### src/design/bilevel_run_length_bitmap_decoder_macros.svh
// assertion macros used by the decoder back end
`ifndef BILEVEL_RUN_LENGTH_BITMAP_DECODER_MACROS_SVH
`define BILEVEL_RUN_LENGTH_BITMAP_DECODER_MACROS_SVH

// property checked on every clock edge out of reset
`define BRLD_ASSERT(label, prop, msg) \
    label: assert property (@(posedge clk) disable iff (!rst_n) prop) else $error(msg);

// condition that must never hold out of reset
`define BRLD_NEVER(label, cond, msg) \
    label: assert property (@(posedge clk) disable iff (!rst_n) !(cond)) else $error(msg);

`endif

### src/design/brld_pkg.sv
// types, codes and constants of the run-length bitmap decoder
`default_nettype none

package brld_pkg;

    localparam logic [7:0] HDR_ESC   = 8'h1b;
    localparam logic [7:0] HDR_G     = 8'h47;
    localparam logic [7:0] HDR_LARGE = 8'h48;
    localparam logic [7:0] HDR_SMALL = 8'h4d;
    localparam logic [7:0] RUN_BIAS  = 8'h20;
    localparam logic [7:0] RUN_TOP   = 8'h7f;

    localparam int SMALL_W = 128;
    localparam int SMALL_H = 96;
    localparam int LARGE_W = 256;
    localparam int LARGE_H = 192;

    localparam logic [15:0] PIX_SMALL = 16'(SMALL_W * SMALL_H);
    localparam logic [15:0] PIX_LARGE = 16'(LARGE_W * LARGE_H);

    localparam logic [1:0] HDR_POS_ESC  = 2'd0;
    localparam logic [1:0] HDR_POS_G    = 2'd1;
    localparam logic [1:0] HDR_POS_SIZE = 2'd2;
    localparam logic [1:0] HDR_POS_DONE = 2'd3;

    localparam logic [1:0] STATUS_OK      = 2'd0;
    localparam logic [1:0] STATUS_BAD_HDR = 2'd1;
    localparam logic [1:0] STATUS_BAD_RUN = 2'd2;

    localparam logic [1:0] OP_START   = 2'd0;
    localparam logic [1:0] OP_RUN     = 2'd1;
    localparam logic [1:0] OP_ERR_HDR = 2'd2;
    localparam logic [1:0] OP_ERR_RUN = 2'd3;

    localparam int Q_DEPTH = 2;
    localparam int Q_AW    = 1;

    typedef struct packed {
        logic [1:0] op;
        logic       size_large;
        logic [6:0] run;
    } cmd_t;

    typedef struct packed {
        logic push;
        cmd_t cmd;
    } push_t;

    typedef struct packed {
        logic empty;
        cmd_t head;
    } head_t;

endpackage

`default_nettype wire

### src/design/brld_in_if.sv
// channel carrying coded bytes into the decoder
`default_nettype none

interface brld_in_if;
    logic       valid;
    logic       ready;
    logic [7:0] in_byte;
    logic       first_byte;

    modport source (output valid, output in_byte, output first_byte, input ready);
    modport sink (input valid, input in_byte, input first_byte, output ready);
endinterface

`default_nettype wire

### src/design/brld_out_if.sv
// channel carrying packed pixel bytes out of the decoder
`default_nettype none

interface brld_out_if;
    logic       valid;
    logic       ready;
    logic [7:0] pixel_byte;
    logic       large_image;
    logic [1:0] status;
    logic       last;

    modport source (output valid, output pixel_byte, output large_image, output status,
                    output last, input ready);
    modport sink (input valid, input pixel_byte, input large_image, input status,
                  input last, output ready);
endinterface

`default_nettype wire

### src/design/brld_front.sv
// front end: header check and run byte classification into commands
`default_nettype none

module brld_front
(
    input  wire logic            clk,
    input  wire logic            rst_n,
    brld_in_if.sink              coded,
    input  wire logic            q_full,
    output brld_pkg::push_t      push
);

    logic       idle_reg;
    logic       idle_next;
    logic [1:0] pos_reg;
    logic [1:0] pos_next;
    logic       accept;
    logic       eff_idle;
    logic [1:0] eff_pos;
    logic       hdr_ok;
    logic       run_ok;
    logic [7:0] b;

    assign coded.ready = !q_full;
    assign accept      = coded.valid && coded.ready;
    assign b           = coded.in_byte;
    assign eff_idle    = coded.first_byte ? 1'b0 : idle_reg;
    assign eff_pos     = coded.first_byte ? brld_pkg::HDR_POS_ESC : pos_reg;
    assign run_ok      = (b >= brld_pkg::RUN_BIAS) && (b <= brld_pkg::RUN_TOP);

    always_comb
    begin
        unique case (eff_pos)
            brld_pkg::HDR_POS_ESC:  hdr_ok = (b == brld_pkg::HDR_ESC);
            brld_pkg::HDR_POS_G:    hdr_ok = (b == brld_pkg::HDR_G);
            brld_pkg::HDR_POS_SIZE: hdr_ok = (b == brld_pkg::HDR_LARGE) ||
                                             (b == brld_pkg::HDR_SMALL);
            default:                hdr_ok = 1'b0;
        endcase
    end

    always_comb
    begin
        idle_next           = idle_reg;
        pos_next            = pos_reg;
        push.push           = 1'b0;
        push.cmd.op         = brld_pkg::OP_RUN;
        push.cmd.size_large = (b == brld_pkg::HDR_LARGE);
        push.cmd.run        = 7'(b - brld_pkg::RUN_BIAS);
        if (accept)
        begin
            idle_next = eff_idle;
            pos_next  = eff_pos;
            if (!eff_idle)
            begin
                if (eff_pos != brld_pkg::HDR_POS_DONE)
                begin
                    if (hdr_ok)
                    begin
                        pos_next = eff_pos + 2'd1;
                        if (eff_pos == brld_pkg::HDR_POS_SIZE)
                        begin
                            push.push   = 1'b1;
                            push.cmd.op = brld_pkg::OP_START;
                        end
                    end
                    else
                    begin
                        push.push   = 1'b1;
                        push.cmd.op = brld_pkg::OP_ERR_HDR;
                        idle_next   = 1'b1;
                    end
                end
                else if (run_ok)
                begin
                    push.push   = 1'b1;
                    push.cmd.op = brld_pkg::OP_RUN;
                end
                else
                begin
                    push.push   = 1'b1;
                    push.cmd.op = brld_pkg::OP_ERR_RUN;
                    idle_next   = 1'b1;
                end
            end
        end
    end

    always_ff @(posedge clk or negedge rst_n)
    begin
        if (!rst_n)
        begin
            idle_reg <= 1'b1;
            pos_reg  <= brld_pkg::HDR_POS_ESC;
        end
        else
        begin
            idle_reg <= idle_next;
            pos_reg  <= pos_next;
        end
    end

endmodule

`default_nettype wire

### src/design/brld_queue.sv
// two-entry command queue between front end and back end
`default_nettype none

module brld_queue
(
    input  wire logic            clk,
    input  wire logic            rst_n,
    input  wire brld_pkg::push_t push,
    input  wire logic            pop,
    output logic                 full,
    output brld_pkg::head_t      head
);

    localparam int Q_AW = brld_pkg::Q_AW;
    localparam logic [Q_AW:0] DEPTH = (Q_AW + 1)'(brld_pkg::Q_DEPTH);

    brld_pkg::cmd_t      mem [brld_pkg::Q_DEPTH];
    logic [Q_AW-1:0]     wr_reg;
    logic [Q_AW-1:0]     rd_reg;
    logic [Q_AW:0]       count_reg;
    logic                do_push;
    logic                do_pop;

    assign full       = (count_reg == DEPTH);
    assign head.empty = (count_reg == '0);
    assign head.head  = mem[rd_reg];
    assign do_push    = push.push && !full;
    assign do_pop     = pop && !head.empty;

    always_ff @(posedge clk)
    begin
        if (do_push)
        begin
            mem[wr_reg] <= push.cmd;
        end
    end

    always_ff @(posedge clk or negedge rst_n)
    begin
        if (!rst_n)
        begin
            wr_reg    <= '0;
            rd_reg    <= '0;
            count_reg <= '0;
        end
        else
        begin
            if (do_push)
            begin
                wr_reg <= wr_reg + 1'b1;
            end
            if (do_pop)
            begin
                rd_reg <= rd_reg + 1'b1;
            end
            if (do_push && !do_pop)
            begin
                count_reg <= count_reg + 1'b1;
            end
            else if (do_pop && !do_push)
            begin
                count_reg <= count_reg - 1'b1;
            end
        end
    end

endmodule

`default_nettype wire

### src/design/brld_back.sv
// back end: expands runs into packed pixel bytes and drives the output register
`default_nettype none

`include "bilevel_run_length_bitmap_decoder_macros.svh"

module brld_back
(
    input  wire logic            clk,
    input  wire logic            rst_n,
    input  wire brld_pkg::head_t head,
    output logic                 pop,
    brld_out_if.source           image
);

    logic        active_reg;
    logic        done_reg;
    logic        size_reg;
    logic        phase_reg;
    logic [15:0] pix_reg;
    logic [7:0]  acc_reg;
    logic [2:0]  fill_reg;
    logic [6:0]  run_reg;

    logic        out_valid_reg;
    logic [7:0]  out_pix_reg;
    logic        out_large_reg;
    logic [1:0]  out_status_reg;
    logic        out_last_reg;

    logic        out_free;
    logic [15:0] total;
    logic [15:0] remain;
    logic [15:0] run_w;
    logic [15:0] lim;
    logic [3:0]  room;
    logic [3:0]  chunk;
    logic [3:0]  fill_sum;
    logic        byte_full;
    logic [15:0] shifted;
    logic [15:0] ones;
    logic [7:0]  acc_new;
    logic [15:0] pix_new;
    logic [6:0]  run_new;
    logic        img_end;
    logic        step;
    logic        load;
    logic [7:0]  load_pix;
    logic        load_large;
    logic [1:0]  load_status;
    logic        load_last;

    assign out_free  = !out_valid_reg || image.ready;
    assign total     = size_reg ? brld_pkg::PIX_LARGE : brld_pkg::PIX_SMALL;
    assign remain    = total - pix_reg;
    assign run_w     = 16'(run_reg);
    assign lim       = (run_w < remain) ? run_w : remain;
    assign room      = 4'd8 - 4'(fill_reg);
    assign chunk     = (lim < 16'(room)) ? lim[3:0] : room;
    assign fill_sum  = 4'(fill_reg) + chunk;
    assign byte_full = fill_sum[3];
    assign shifted   = 16'(acc_reg) << chunk;
    assign ones      = (16'd1 << chunk) - 16'd1;
    assign acc_new   = phase_reg ? shifted[7:0] : (shifted[7:0] | ones[7:0]);
    assign pix_new   = pix_reg + 16'(chunk);
    assign run_new   = run_reg - 7'(chunk);
    assign img_end   = (pix_new == total);
    assign step      = active_reg && (!byte_full || out_free);
    assign pop       = !active_reg && !head.empty && out_free;

    always_comb
    begin
        load        = 1'b0;
        load_pix    = acc_new;
        load_large  = size_reg;
        load_status = brld_pkg::STATUS_OK;
        load_last   = img_end;
        if (step)
        begin
            load = byte_full;
        end
        else if (pop)
        begin
            unique case (head.head.op)
                brld_pkg::OP_ERR_HDR:
                begin
                    load        = 1'b1;
                    load_pix    = 8'd0;
                    load_large  = 1'b0;
                    load_status = brld_pkg::STATUS_BAD_HDR;
                    load_last   = 1'b1;
                end
                brld_pkg::OP_ERR_RUN:
                begin
                    load        = !done_reg;
                    load_pix    = 8'd0;
                    load_status = brld_pkg::STATUS_BAD_RUN;
                    load_last   = 1'b1;
                end
                default:
                begin
                    load = 1'b0;
                end
            endcase
        end
    end

    always_ff @(posedge clk or negedge rst_n)
    begin
        if (!rst_n)
        begin
            active_reg <= 1'b0;
            done_reg   <= 1'b1;
            size_reg   <= 1'b0;
            phase_reg  <= 1'b0;
            pix_reg    <= '0;
            acc_reg    <= '0;
            fill_reg   <= '0;
            run_reg    <= '0;
        end
        else if (step)
        begin
            pix_reg <= pix_new;
            run_reg <= run_new;
            if (byte_full)
            begin
                acc_reg  <= '0;
                fill_reg <= '0;
            end
            else
            begin
                acc_reg  <= acc_new;
                fill_reg <= fill_sum[2:0];
            end
            if (img_end)
            begin
                active_reg <= 1'b0;
                done_reg   <= 1'b1;
            end
            else if (run_new == '0)
            begin
                active_reg <= 1'b0;
                phase_reg  <= !phase_reg;
            end
        end
        else if (pop)
        begin
            unique case (head.head.op)
                brld_pkg::OP_START:
                begin
                    done_reg  <= 1'b0;
                    size_reg  <= head.head.size_large;
                    phase_reg <= 1'b0;
                    pix_reg   <= '0;
                    acc_reg   <= '0;
                    fill_reg  <= '0;
                end
                brld_pkg::OP_RUN:
                begin
                    if (!done_reg)
                    begin
                        active_reg <= 1'b1;
                        run_reg    <= head.head.run;
                    end
                end
                brld_pkg::OP_ERR_HDR:
                begin
                    done_reg <= 1'b1;
                end
                default:
                begin
                    done_reg <= 1'b1;
                end
            endcase
        end
    end

    always_ff @(posedge clk or negedge rst_n)
    begin
        if (!rst_n)
        begin
            out_valid_reg <= 1'b0;
        end
        else if (load)
        begin
            out_valid_reg <= 1'b1;
        end
        else if (image.ready)
        begin
            out_valid_reg <= 1'b0;
        end
    end

    always_ff @(posedge clk)
    begin
        if (load)
        begin
            out_pix_reg    <= load_pix;
            out_large_reg  <= load_large;
            out_status_reg <= load_status;
            out_last_reg   <= load_last;
        end
    end

    assign image.valid       = out_valid_reg;
    assign image.pixel_byte  = out_pix_reg;
    assign image.large_image = out_large_reg;
    assign image.status      = out_status_reg;
    assign image.last        = out_last_reg;

    `BRLD_ASSERT(a_pix_bound, pix_reg <= total, "pixel count past end of image")
    `BRLD_ASSERT(a_last_done, (load && load_last) |=> done_reg, "last item left decoder running")
    `BRLD_NEVER(a_run_when_done, active_reg && done_reg, "run active after image end")
    `BRLD_NEVER(a_load_busy, load && !out_free, "output register overwritten")

endmodule

`default_nettype wire

### src/design/bilevel_run_length_bitmap_decoder.sv
// top level of the bilevel run-length bitmap decoder
`default_nettype none

// Decodes a 1-bit-per-pixel run-length file one coded byte per item and returns packed
// pixel bytes, MSB first, white as 1. The front end takes a byte every cycle while the
// two-entry command queue has room. The back end pops a command when it is not
// expanding a run and the output register is free, and then expands a run in chunks of
// up to eight pixels, one chunk per cycle; the longest run is 95 pixels, and a full
// output register that is not drained stalls it. The final pixel byte of an image, and
// any error item, carries last. A bad header byte gives one error item, a bad run byte
// gives one unless the image is complete, and the decoder then waits for first_byte.
module bilevel_run_length_bitmap_decoder
(
    input  wire logic clk,
    input  wire logic rst_n,
    brld_in_if.sink   coded,
    brld_out_if.source image
);

    brld_pkg::push_t push;
    brld_pkg::head_t head;
    logic            q_full;
    logic            pop;

    brld_front u_front
    (
        .clk    (clk),
        .rst_n  (rst_n),
        .coded  (coded),
        .q_full (q_full),
        .push   (push)
    );

    brld_queue u_queue
    (
        .clk   (clk),
        .rst_n (rst_n),
        .push  (push),
        .pop   (pop),
        .full  (q_full),
        .head  (head)
    );

    brld_back u_back
    (
        .clk   (clk),
        .rst_n (rst_n),
        .head  (head),
        .pop   (pop),
        .image (image)
    );

endmodule

`default_nettype wire
### src/flat_wrapper.sv
// flat-port wrapper written by rule: the top's interface ports become plain ports
module bilevel_run_length_bitmap_decoder_flat 
  (clk, rst_n, coded_valid, coded_in_byte, coded_first_byte, coded_ready, image_valid, image_pixel_byte, image_large_image, image_status, image_last, image_ready);
  brld_in_if coded_i ();
  brld_out_if image_i ();
  input  wire logic clk;
  input  wire logic rst_n;
  input wire logic [$bits(coded_i.valid)-1:0] coded_valid;
  input wire logic [$bits(coded_i.in_byte)-1:0] coded_in_byte;
  input wire logic [$bits(coded_i.first_byte)-1:0] coded_first_byte;
  output wire logic [$bits(coded_i.ready)-1:0] coded_ready;
  output wire logic [$bits(image_i.valid)-1:0] image_valid;
  output wire logic [$bits(image_i.pixel_byte)-1:0] image_pixel_byte;
  output wire logic [$bits(image_i.large_image)-1:0] image_large_image;
  output wire logic [$bits(image_i.status)-1:0] image_status;
  output wire logic [$bits(image_i.last)-1:0] image_last;
  input wire logic [$bits(image_i.ready)-1:0] image_ready;
  assign coded_i.valid = coded_valid;
  assign coded_i.in_byte = coded_in_byte;
  assign coded_i.first_byte = coded_first_byte;
  assign coded_ready = coded_i.ready;
  assign image_valid = image_i.valid;
  assign image_pixel_byte = image_i.pixel_byte;
  assign image_large_image = image_i.large_image;
  assign image_status = image_i.status;
  assign image_last = image_i.last;
  assign image_i.ready = image_ready;
  bilevel_run_length_bitmap_decoder u_core (.clk(clk), .rst_n(rst_n), .coded(coded_i), .image(image_i));
endmodule
### config.mk
export PLATFORM = sky130hd
export DESIGN_NAME = bilevel_run_length_bitmap_decoder_flat
export DESIGN_NICKNAME = d
export VERILOG_FILES = /design/src/design/brld_pkg.sv /design/src/design/brld_in_if.sv /design/src/design/brld_out_if.sv /design/src/design/brld_front.sv /design/src/design/brld_queue.sv /design/src/design/brld_back.sv /design/src/design/bilevel_run_length_bitmap_decoder.sv /design/src/flat_wrapper.sv
export VERILOG_INCLUDE_DIRS = /design/src /design/src/design
export SDC_FILE = /design/constraint.sdc
export NUM_CORES = 1
export LEC_CHECK = 0
export BUFFER_PORTS_ARGS = -buffer_cell sky130_fd_sc_hd__buf_2
export CELL_PAD_IN_SITES_DETAIL_PLACEMENT = 0
export CELL_PAD_IN_SITES_GLOBAL_PLACEMENT = 2
export CORE_UTILIZATION = 40
export DETAILED_ROUTE_END_ITERATION = 10
export PLACE_DENSITY = 0.86
export SETUP_SLACK_MARGIN = 0.2
export SYNTH_ARGS = -nofsm -noshare
export SYNTH_HDL_FRONTEND = slang
export SYNTH_HIERARCHICAL = 1
export SYNTH_SLANG_ARGS = --single-unit
### constraint.sdc
create_clock -name clk -period 10.45 [get_ports clk]
set_input_delay 2.09 -clock clk [delete_from_list [all_inputs] [get_ports clk]]
set_output_delay 2.09 -clock clk [all_outputs]
set_load 0.05 [all_outputs]
==> results of run 1 <==
## power by group
part           internal [W]  total (W)  switching [W]
sequential         0.000462   0.000582       0.000120
combinational      0.000547    0.00147       0.000923
clock              0.000188   0.000321       0.000133
## synthesized netlist by cell type (7+ instances only)
cell	count	share of area, %
a21o_1	9	1.1
a21oi_1	31	2.6
and3_1	9	0.96
buf_4	8	1.0
clkbuf_1	14	0.89
dfrtp_1	44	19
edfxtp_1	32	16
ha_1	30	6.4
inv_1	39	2.5
mux2_1	10	1.9
mux2_2	9	1.7
mux2i_1	29	4.9
nand2_1	63	4.0
nand2b_1	10	1.1
nand3_1	19	1.6
nor2_1	38	2.4
nor3_1	15	1.3
nor3b_1	7	0.89
nor4_1	7	0.75
o211ai_1	10	1.3
o21ai_0	41	3.5
xnor2_1	19	2.8
xor2_1	13	1.9
## cell type report
type                       instances  area (sq um)
tap                              180         225.2
inverter                          42         157.7
multi-input combinational        483          3458
fill                            1389          7669
timing repair buffer              31         167.7
sequential                        78          2115
clock buffer                       9         225.2
clock inverter                     7         78.83
## worst paths after layout
| kind | slack (ps) | cells past startpoint | to | startpoint |
|---|---|---|---|---|
| min reg2reg | 500 | 2 | u_core/u_back/acc_reg[7] | u_core/u_back/acc_reg[7] |
| min | 500 | 2 | u_core/u_back/acc_reg[7] | u_core/u_back/acc_reg[7] |
| max | 1940 | 33 | u_core/u_back/phase_reg | u_core/u_back/pix_reg[0] |
| min in group asynchronous | 1850 | 2 | u_core/u_front/pos_reg[0] | rst_n |
| max in group asynchronous | 8150 | 2 | u_core/u_back/pix_reg[0] | rst_n |
| max reg2reg | 1940 | 33 | u_core/u_back/phase_reg | u_core/u_back/pix_reg[0] |
## worst register-to-register path: cells and delay by family (launching register included)
family | cells | cell delay, ps
fa+ha+maj | 4 | 1230
flops | 1 | 460
buf+inv | 2 | 260
xor+xnor | 1 | 210
compound gates | 12 | 3250
simple gates | 14 | 3040
## through the flow
stage	utilization (%)	hold slack (ps)	cells
2_1_floorplan	-	459.5	632
3_3_place_gp	43.44	478.0	814
3_5_place_dp	43.44	480.3	814
4_1_cts	45.60	498.0	830
5_1_grt	45.60	521.2	830
6_report	45.60	495.9	830
## logic make-up (layout without fill, tap and decap cells)
kind of cell	Yosys count	in the layout	share of synthesized area (%)
and+or+nand+nor	214	214	19.71
AOI/OAI and AO/OA	152	152	17.27
DFF	78	78	35.98
buffers and inverters	71	89	5.280
muxes	51	51	9.304
adders and majority gates	33	33	7.409
xor gates and xnor gates	33	33	5.046
## per-layer routing
| metal | vias to the layer above | GRT usage, % | wire (um) |
|---|---|---|---|
| li1 | 2344 | - | - |
| met1 | 2320 | 29.19 | 7204 |
| met2 | 112 | 34.25 | 6988 |
| met3 | 18 | 2.352 | 496 |
| met4 | 0 | 6.476 | 236 |
| met5 | - | 0 | 0 |
## layout by cell type (no fill, tap or decap), types with 5 or more instances in the layout
master / instances
a211oi_1: 6
a21o_1: 9
a21oi_1: 31
and2_1: 5
and3_1: 9
buf_2: 26
buf_4: 5
clkbuf_16: 9
dfrtp_1: 44
edfxtp_1: 32
ha_1: 30
inv_1: 39
mux2_1: 10
mux2_2: 9
mux2i_1: 29
nand2_1: 63
nand2b_1: 10
nand3_1: 19
nor2_1: 38
nor3_1: 15
nor3b_1: 7
nor4_1: 7
o211ai_1: 10
o21a_1: 5
o21ai_0: 41
o21ai_1: 6
or3_1: 6
or4_1: 5
xnor2_1: 19
xor2_1: 13
==> results.json, run 1 <==
{
  "worstMarginPinSlew_ps": 1176,
  "synth_cell_type_count": 89,
  "status": "complete, no violations",
  "setup_viol": 0,
  "clock.fmax_mhz": 117.5,
  "maxSlewHeadroom_pct": 19.59,
  "critPathMaxFanout": 23,
  "first_global_vias": 4667,
  "cts.clk_slew.worst_paths_ps": 70,
  "startpoint_type": "register",
  "boundaryPins": 27,
  "yosys_most_used_dff": "dfrtp_1",
  "nets": 691,
  "postLayoutCellArea_sq_um": 6427,
  "drtPass1Iterations": 4,
  "cts_root_buffer": "clkbuf_16",
  "cts_max_level": 3,
  "cts_resized": 0,
  "setup_tns_ps": 0,
  "cp_slowest_stage_delay_ps": 1040,
  "routed-via-count": 4794,
  "ant_nets": 0,
  "finalHoldViolCount": 0,
  "cts_buffers": 9,
  "criticalPathCategory": "reg -> reg",
  "max-clock-path-buffers": 2,
  "crit_slowest_cell": "a2111oi_0",
  "synth_edf_count": 32,
  "cp.arrival_ps": 8760,
  "grt-ovfl-total": 0,
  "hold_path.class": "reg -> reg",
  "skew_ps": 11.49,
  "n_antenna_cell": 0,
  "track_usage_pct": 21.03,
  "drv_slew": 0,
  "die_h_um": 123.2,
  "chipWidth_um": 123.2,
  "ys_warn_count": 6,
  "placed_cell_area_sq_um": 6123,
  "num_rows": 43,
  "portBuffers": 26,
  "syn_inst": 632,
  "synth-seq-cells": 78,
  "cts.sinks": 78,
  "period_share_pct": 81.42,
  "rsz0062_at_grt": "false",
  "largest_reg_flops": 20,
  "synth_seq_area_share_pct": 35.98,
  "core-area_sq_um": 14100,
  "period_minus_slack_ps": 8508,
  "required_ps": 10700,
  "drc_errors": 0,
  "power_w": 0.002373,
  "wl_per_cell_um": 17.98,
  "crit_family": "compound AO/OA/AOI/OAI gates",
  "area_delta_synth_final_pct": 9.368,
  "place_ws_ps": 1985,
  "syn_area_sq_um": 5877,
  "drv_cap": 0,
  "routabilityCongestion": 0.8199,
  "antenna_found_initial": 0,
  "dp_hpwl_um": 11080,
  "syn-num-nets": 678,
  "crit_path_end_kind": "register",
  "grt_start_max_net_pins": 47,
  "cp.buffers_inverters": 2,
  "pwr_density_cell_nw_per_um2": 369.1,
  "vdd_drop_max_mv": 0.2107,
  "fp.dieArea_sq_um": 15180,
  "cts_setup_buffers": 0,
  "initial_core_util_pct": 41.69,
  "worstSkewPairLatency_ps": 340,
  "cts_tree": "done",
  "syn_avg_cell_area_sq_um": 9.299,
  "fin_ws_ps": 1942,
  "holdBufCountCts": 0,
  "leakage_nw": 2.672,
  "via_per_inst": 5.776,
  "grt_pass1_wl_um": 24430,
  "routed_wl_um": 14930,
  "async_flop_share_pct": 58.97,
  "first_iter_violations": 393,
  "drive_gt1_share_pct": 13.38
}
(Power assumes the default switching activity.)
==> inputs of run 2 (changes only) <==
--- a/config.mk
+++ b/config.mk
@@ -9,9 +9,9 @@
 export BUFFER_PORTS_ARGS = -buffer_cell sky130_fd_sc_hd__buf_2
 export CELL_PAD_IN_SITES_DETAIL_PLACEMENT = 0
 export CELL_PAD_IN_SITES_GLOBAL_PLACEMENT = 2
-export CORE_UTILIZATION = 40
+export CORE_UTILIZATION = 36
 export DETAILED_ROUTE_END_ITERATION = 10
-export PLACE_DENSITY = 0.86
+export PLACE_DENSITY = 0.82
 export SETUP_SLACK_MARGIN = 0.2
 export SYNTH_ARGS = -nofsm -noshare
 export SYNTH_HDL_FRONTEND = slang
==> constraint.sdc (replaced) <==
create_clock -name clk -period 7.6 [get_ports clk]
set_input_delay 1.52 -clock clk [delete_from_list [all_inputs] [get_ports clk]]
set_output_delay 1.52 -clock clk [all_outputs]
set_load 0.05 [all_outputs]
==> results.json, run 2 (synthesized netlist as in run 1, its figures left out) <==
{
  "max-clock-path-buffers": 2,
  "boundaryPins": 27,
  "p_int_w": 0.001712,
  "drv_cap": 0,
  "period_share_pct": 91.13,
  "routed-wl-met3_um": 544,
  "wl_met1_um": 7405,
  "setup_viol": 0,
  "drv_slew": 0,
  "power_switching_w": 0.001651,
  "multiInputGateArea_sq_um": 3533,
  "drtPass1Iterations": 5,
  "leakage_nw": 2.757,
  "core-area_sq_um": 15890,
  "period_minus_slack_ps": 6926,
  "finalHoldViolCount": 0,
  "cts_root_buffer": "clkbuf_16",
  "largest_reg_flops": 20,
  "pwr_density_cell_nw_per_um2": 504.8,
  "wl_per_cell_um": 17.25,
  "pwr-share-clk_pct": 13.2,
  "chipWidth_um": 129.8,
  "pwr-share-seq_pct": 23.2,
  "status": "complete, no violations",
  "first_global_vias": 4574,
  "layout_commonest_cell": "nand2_1",
  "nets": 706,
  "initial_core_util_pct": 37.00,
  "skew_ps": 10.43,
  "track_usage_pct": 18.81,
  "startpoint_type": "register",
  "ant_nets": 0,
  "drc_errors": 0,
  "swShare_pct": 49.10,
  "clock.fmax_mhz": 144.4,
  "antenna_found_initial": 0,
  "stdcell_count": 881,
  "cp_slowest_stage_delay_ps": 420,
  "first_iter_violations": 277,
  "cts_buffers": 9,
  "fp.dieArea_sq_um": 16840,
  "dr_wl_met2_um": 7027,
  "portBuffers": 26,
  "holdBufCountCts": 0,
  "die_h_um": 129.8,
  "dp_hpwl_um": 11420,
  "routed_wl_um": 15200,
  "n_antenna_cell": 0,
  "num_rows": 46,
  "cts_tree": "done",
  "top_layer_used": "met4",
  "worstSkewPairLatency_ps": 340,
  "area_delta_synth_final_pct": 13.35,
  "routabilityCongestion": 0.8875,
  "grt-ovfl-total": 0,
  "hold_path.class": "reg -> reg",
  "drive_gt1_share_pct": 16.84,
  "mostFrequentLayoutCells": "63 x nand2_1, 44 x dfrtp_1, 39 x inv_1, 39 x o21ai_0, 38 x nor2_1",
  "via_per_inst": 5.478,
  "cts.sinks": 78,
  "dp_cells": 862,
  "maxSlewHeadroom_pct": 41.19,
  "cp.arrival_ps": 7160,
  "required_ps": 7840,
  "critPathMaxFanout": 19,
  "grt_pass1_wl_um": 24150,
  "criticalPathCategory": "reg -> reg",
  "n_fill_cell": 1606,
  "cts_max_level": 3,
  "worstMarginPinSlew_ps": 871.1,
  "grt_start_max_net_pins": 47,
  "cts.clk_slew.worst_paths_ps": 70,
  "power_frac_comb_pct": 63.7,
  "worst_path_most_repeated_cell": "ha_1",
  "rsz0062_at_grt": "false",
  "register_area_sq_um": 2115,
  "crit_path_end_kind": "register",
  "crit_slowest_cell": "dfrtp_1",
  "setup_tns_ps": 0,
  "vdd_drop_max_mv": 0.2518,
  "routed-via-count": 4826
}
run 2: cell types whose count changed in the layout (fill, tap and decap cells not counted), sizes merged:
cell,change
inv,+2
clkinv,-2
buf,+15
run 2: through the flow:
step                cell area, sq um  utilization [%]  worst slack [ps]  power [W]  hold WS [ps]
floorplan                       5883                -             341.0   0.002320         459.5
global placement                6265            39.44             353.1   0.002833         481.9
detailed placement              6265            39.44             192.1   0.002861         496.7
CTS                             6566            41.34             252.4   0.003320         508.4
global route                    6661            41.93             219.9   0.003630         527.3
finish                          6661            41.93             673.8   0.003363         504.6
run 2: layout make-up:
type	instances	share of cell area (%)
Multi-Input combinational cell	483	53.04
Clock inverter	7	1.146
Clock buffer	9	3.381
Sequential cell	78	31.74
Inverter	42	2.367
Tap cell	216	4.057
Timing Repair Buffer	46	4.264
run 2: path summary, 6_finish.rpt:
check	startpoint	endpoint	slack (ps)	cells after the start
max	u_core/u_back/pix_reg[1]	u_core/u_back/active_reg	670	33
min	u_core/u_queue/wr_reg	u_core/u_queue/wr_reg	500	1
max reg2reg	u_core/u_back/pix_reg[1]	u_core/u_back/active_reg	670	33
min reg2reg	u_core/u_queue/wr_reg	u_core/u_queue/wr_reg	500	1
max in group asynchronous	rst_n	u_core/u_back/acc_reg[6]	5880	2
min in group asynchronous	rst_n	u_core/u_front/pos_reg[0]	1290	2
run 2: per-layer routing:
metal  global-route usage (%)  vias up
met1                    26.91     2351
met3                    1.845       17
met4                    7.456        0
met5                        0        -
li1                         -     2368
met2                    29.25       90
run 2: critical path, delay by kind of cell, from the launching register on:
| kind | cells | cell delay, ps |
|---|---|---|
| AOI/OAI and AO/OA | 11 | 1980 |
| and+or+nand+nor | 11 | 1920 |
| adders and majority gates | 4 | 1180 |
| buffers and inverters | 4 | 720 |
| muxes | 2 | 440 |
| DFF | 1 | 420 |
| xor gates and xnor gates | 1 | 130 |
run 2: repair_timing:
action,in CTS,in global routing
endpoints found under the hold margin,0,0
gates resized for setup,1,15
endpoints found under the setup margin,2,25
pin swaps,1,2
setup buffers,0,3
run 2: power groups by stage:
stage | Clock [W] | Sequential (W) | Combinational [W]
finish | 0.000442 | 0.000779 | 0.00214
floorplan | 0 | 0.000856 | 0.00146
detailed placement | 0 | 0.000784 | 0.00208
CTS | 0.000456 | 0.000775 | 0.00209
global route | 0.000470 | 0.000800 | 0.00236
global placement | 0 | 0.000778 | 0.00206
==> inputs of run 3 (changes only) <==
--- a/config.mk
+++ b/config.mk
@@ -6,7 +6,7 @@
 export SDC_FILE = /design/constraint.sdc
 export NUM_CORES = 1
 export LEC_CHECK = 0
-export BUFFER_PORTS_ARGS = -buffer_cell sky130_fd_sc_hd__buf_2
+export BUFFER_PORTS_ARGS = -buffer_cell sky130_fd_sc_hd__buf_4
 export CELL_PAD_IN_SITES_DETAIL_PLACEMENT = 0
 export CELL_PAD_IN_SITES_GLOBAL_PLACEMENT = 2
 export CORE_UTILIZATION = 36
==> results.json, run 3 (synthesized netlist as in run 1, its figures left out) <==
{
  "worstSkewPairLatency_ps": 340,
  "mostFrequentLayoutCells": "63 x nand2_1, 46 x buf_4, 43 x dfrtp_1",
  "finalHoldViolCount": 0,
  "track_usage_pct": 19.19,
  "status": "complete, no violations",
  "setup.worst_path.start": "u_core/u_back/pix_reg[2]",
  "drive_gt1_share_pct": 17.57,
  "core-area_sq_um": 15890,
  "grt-ovfl-total": 0,
  "drc_errors": 0,
  "portBuffers": 26,
  "place_ws_ps": 34.76,
  "initial_core_util_pct": 37.00,
  "fin_ws_ps": 682.5,
  "crit_family": "compound AO/OA/AOI/OAI gates",
  "grt_start_max_net_pins": 47,
  "swShare_pct": 49.02,
  "via_per_inst": 5.557,
  "wl_per_cell_um": 17.46,
  "n_antenna_cell": 0,
  "first_iter_violations": 367,
  "cts_tree": "done",
  "power_frac_comb_pct": 63.9,
  "n_fill_cell": 1576,
  "cp.arrival_ps": 7150,
  "layout_commonest_cell": "nand2_1",
  "maxSlewHeadroom_pct": 39.14,
  "clock.fmax_mhz": 144.6,
  "cts_max_level": 3,
  "startpoint_type": "register",
  "p_int_w": 0.001750,
  "pwr-share-seq_pct": 23.2,
  "routabilityCongestion": 0.8752,
  "pwr_density_cell_nw_per_um2": 509.0,
  "cp_slowest_stage_delay_ps": 630,
  "drv_slew": 0,
  "rsz0062_at_grt": "true",
  "cp.buffers_inverters": 3,
  "hold_path.class": "reg -> reg",
  "routed_wl_um": 15400,
  "antenna_found_initial": 0,
  "cts_buffers": 9,
  "fp.dieArea_sq_um": 16840,
  "pwr-share-clk_pct": 12.9,
  "die_h_um": 129.8,
  "cts.clk_slew.worst_paths_ps": 70,
  "nets": 707,
  "crit_slowest_cell": "or4_4",
  "skew_ps": 10.24,
  "dp_hpwl_um": 11520,
  "drv_cap": 0,
  "cts.sinks": 78,
  "first_global_vias": 4649,
  "setup_tns_ps": 0,
  "leakage_nw": 2.782,
  "holdBufCountCts": 0,
  "reg2reg_from": "u_core/u_back/pix_reg[2]",
  "area_delta_synth_final_pct": 14.75,
  "cts_root_buffer": "clkbuf_16",
  "period_share_pct": 91.02,
  "num_rows": 46,
  "ant_nets": 0,
  "grt_pass1_wl_um": 24830,
  "drtPass1Iterations": 5,
  "critPathMaxFanout": 22,
  "hp-start": "u_core/u_queue/wr_reg",
  "postLayoutCellArea_sq_um": 6744,
  "worstMarginPinSlew_ps": 901.5,
  "criticalPathCategory": "reg -> reg",
  "boundaryPins": 27,
  "largest_reg_flops": 20,
  "power_switching_w": 0.001683,
  "crit_path_end_kind": "register",
  "setup_viol": 0,
  "chipWidth_um": 129.8,
  "placed_cell_area_sq_um": 6315,
  "period_minus_slack_ps": 6917,
  "required_ps": 7840,
  "routed-via-count": 4901,
  "max-clock-path-buffers": 2,
  "vdd_drop_max_mv": 0.2003
}
==> run 3: cell types whose count changed in the layout (fill, tap and decap cells not counted), sizes merged <==
cell / change
inv: -1
buf: +1
clkinvlp: +1
==> run 3: per-stage QoR <==
stage | std cells | power (W) | util [%] | hold slack, ps
finish | 882 | 0.003433 | 42.45 | 499.3
global route | 882 | 0.003697 | 42.45 | 519.7
CTS | 876 | 0.003358 | 41.78 | 501.4
detailed placement | 860 | 0.002887 | 39.75 | 491.5
global placement | 860 | 0.002865 | 39.75 | 481.6
floorplan | 632 | 0.002320 | - | 459.5
==> run 3: layout make-up <==
cell class                 count  area, sq um  share of cell area, %
clock buffer                   9        225.2                  3.340
clock inverter                 7        78.83                  1.169
inverter                      42        157.7                  2.338
multi-input combinational    483         3536                  52.43
sequential                    78         2116                  31.37
tap                          216        270.3                  4.007
timing repair buffer          47        360.3                  5.343
==> run 3: path summary, 6_finish.rpt <==
kind,endpoint,slack (ps),cells after the start
worst max register to register,u_core/u_back/active_reg,680,30
min in group asynchronous,u_core/u_back/pix_reg[13],1200,1
worst max-delay path,u_core/u_back/active_reg,680,30
worst min-delay path,u_core/u_queue/wr_reg,500,1
max in group asynchronous,u_core/u_back/pix_reg[0],5930,1
worst min register to register,u_core/u_queue/wr_reg,500,1
==> run 3: repair_timing <==
item	CTS	global route
buffers inserted	0	6
gates resized for setup	2	17
setup endpoints to repair	3	16
endpoints found under the hold margin	0	0
pin swaps	1	3
==> run 3: routing by layer <==
| metal | global-route usage, % | part of all wire [%] | wire, um |
|---|---|---|---|
| met5 | 0 | 0 | 0 |
| met4 | 5.677 | 1.3 | 206 |
| met2 | 30.98 | 47 | 7221 |
| met3 | 2.009 | 4.4 | 684 |
| met1 | 27.16 | 47 | 7284 |
==> run 3: power by group through the flow <==
stage / clock (W) / combinational, W / sequential (W)
after floorplan: 0 / 0.00146 / 0.000856
after global placement: 0 / 0.00207 / 0.000791
after detailed placement: 0 / 0.00209 / 0.000796
after CTS: 0.000457 / 0.00211 / 0.000790
after global routing: 0.000471 / 0.00241 / 0.000817
final: 0.000443 / 0.00219 / 0.000795
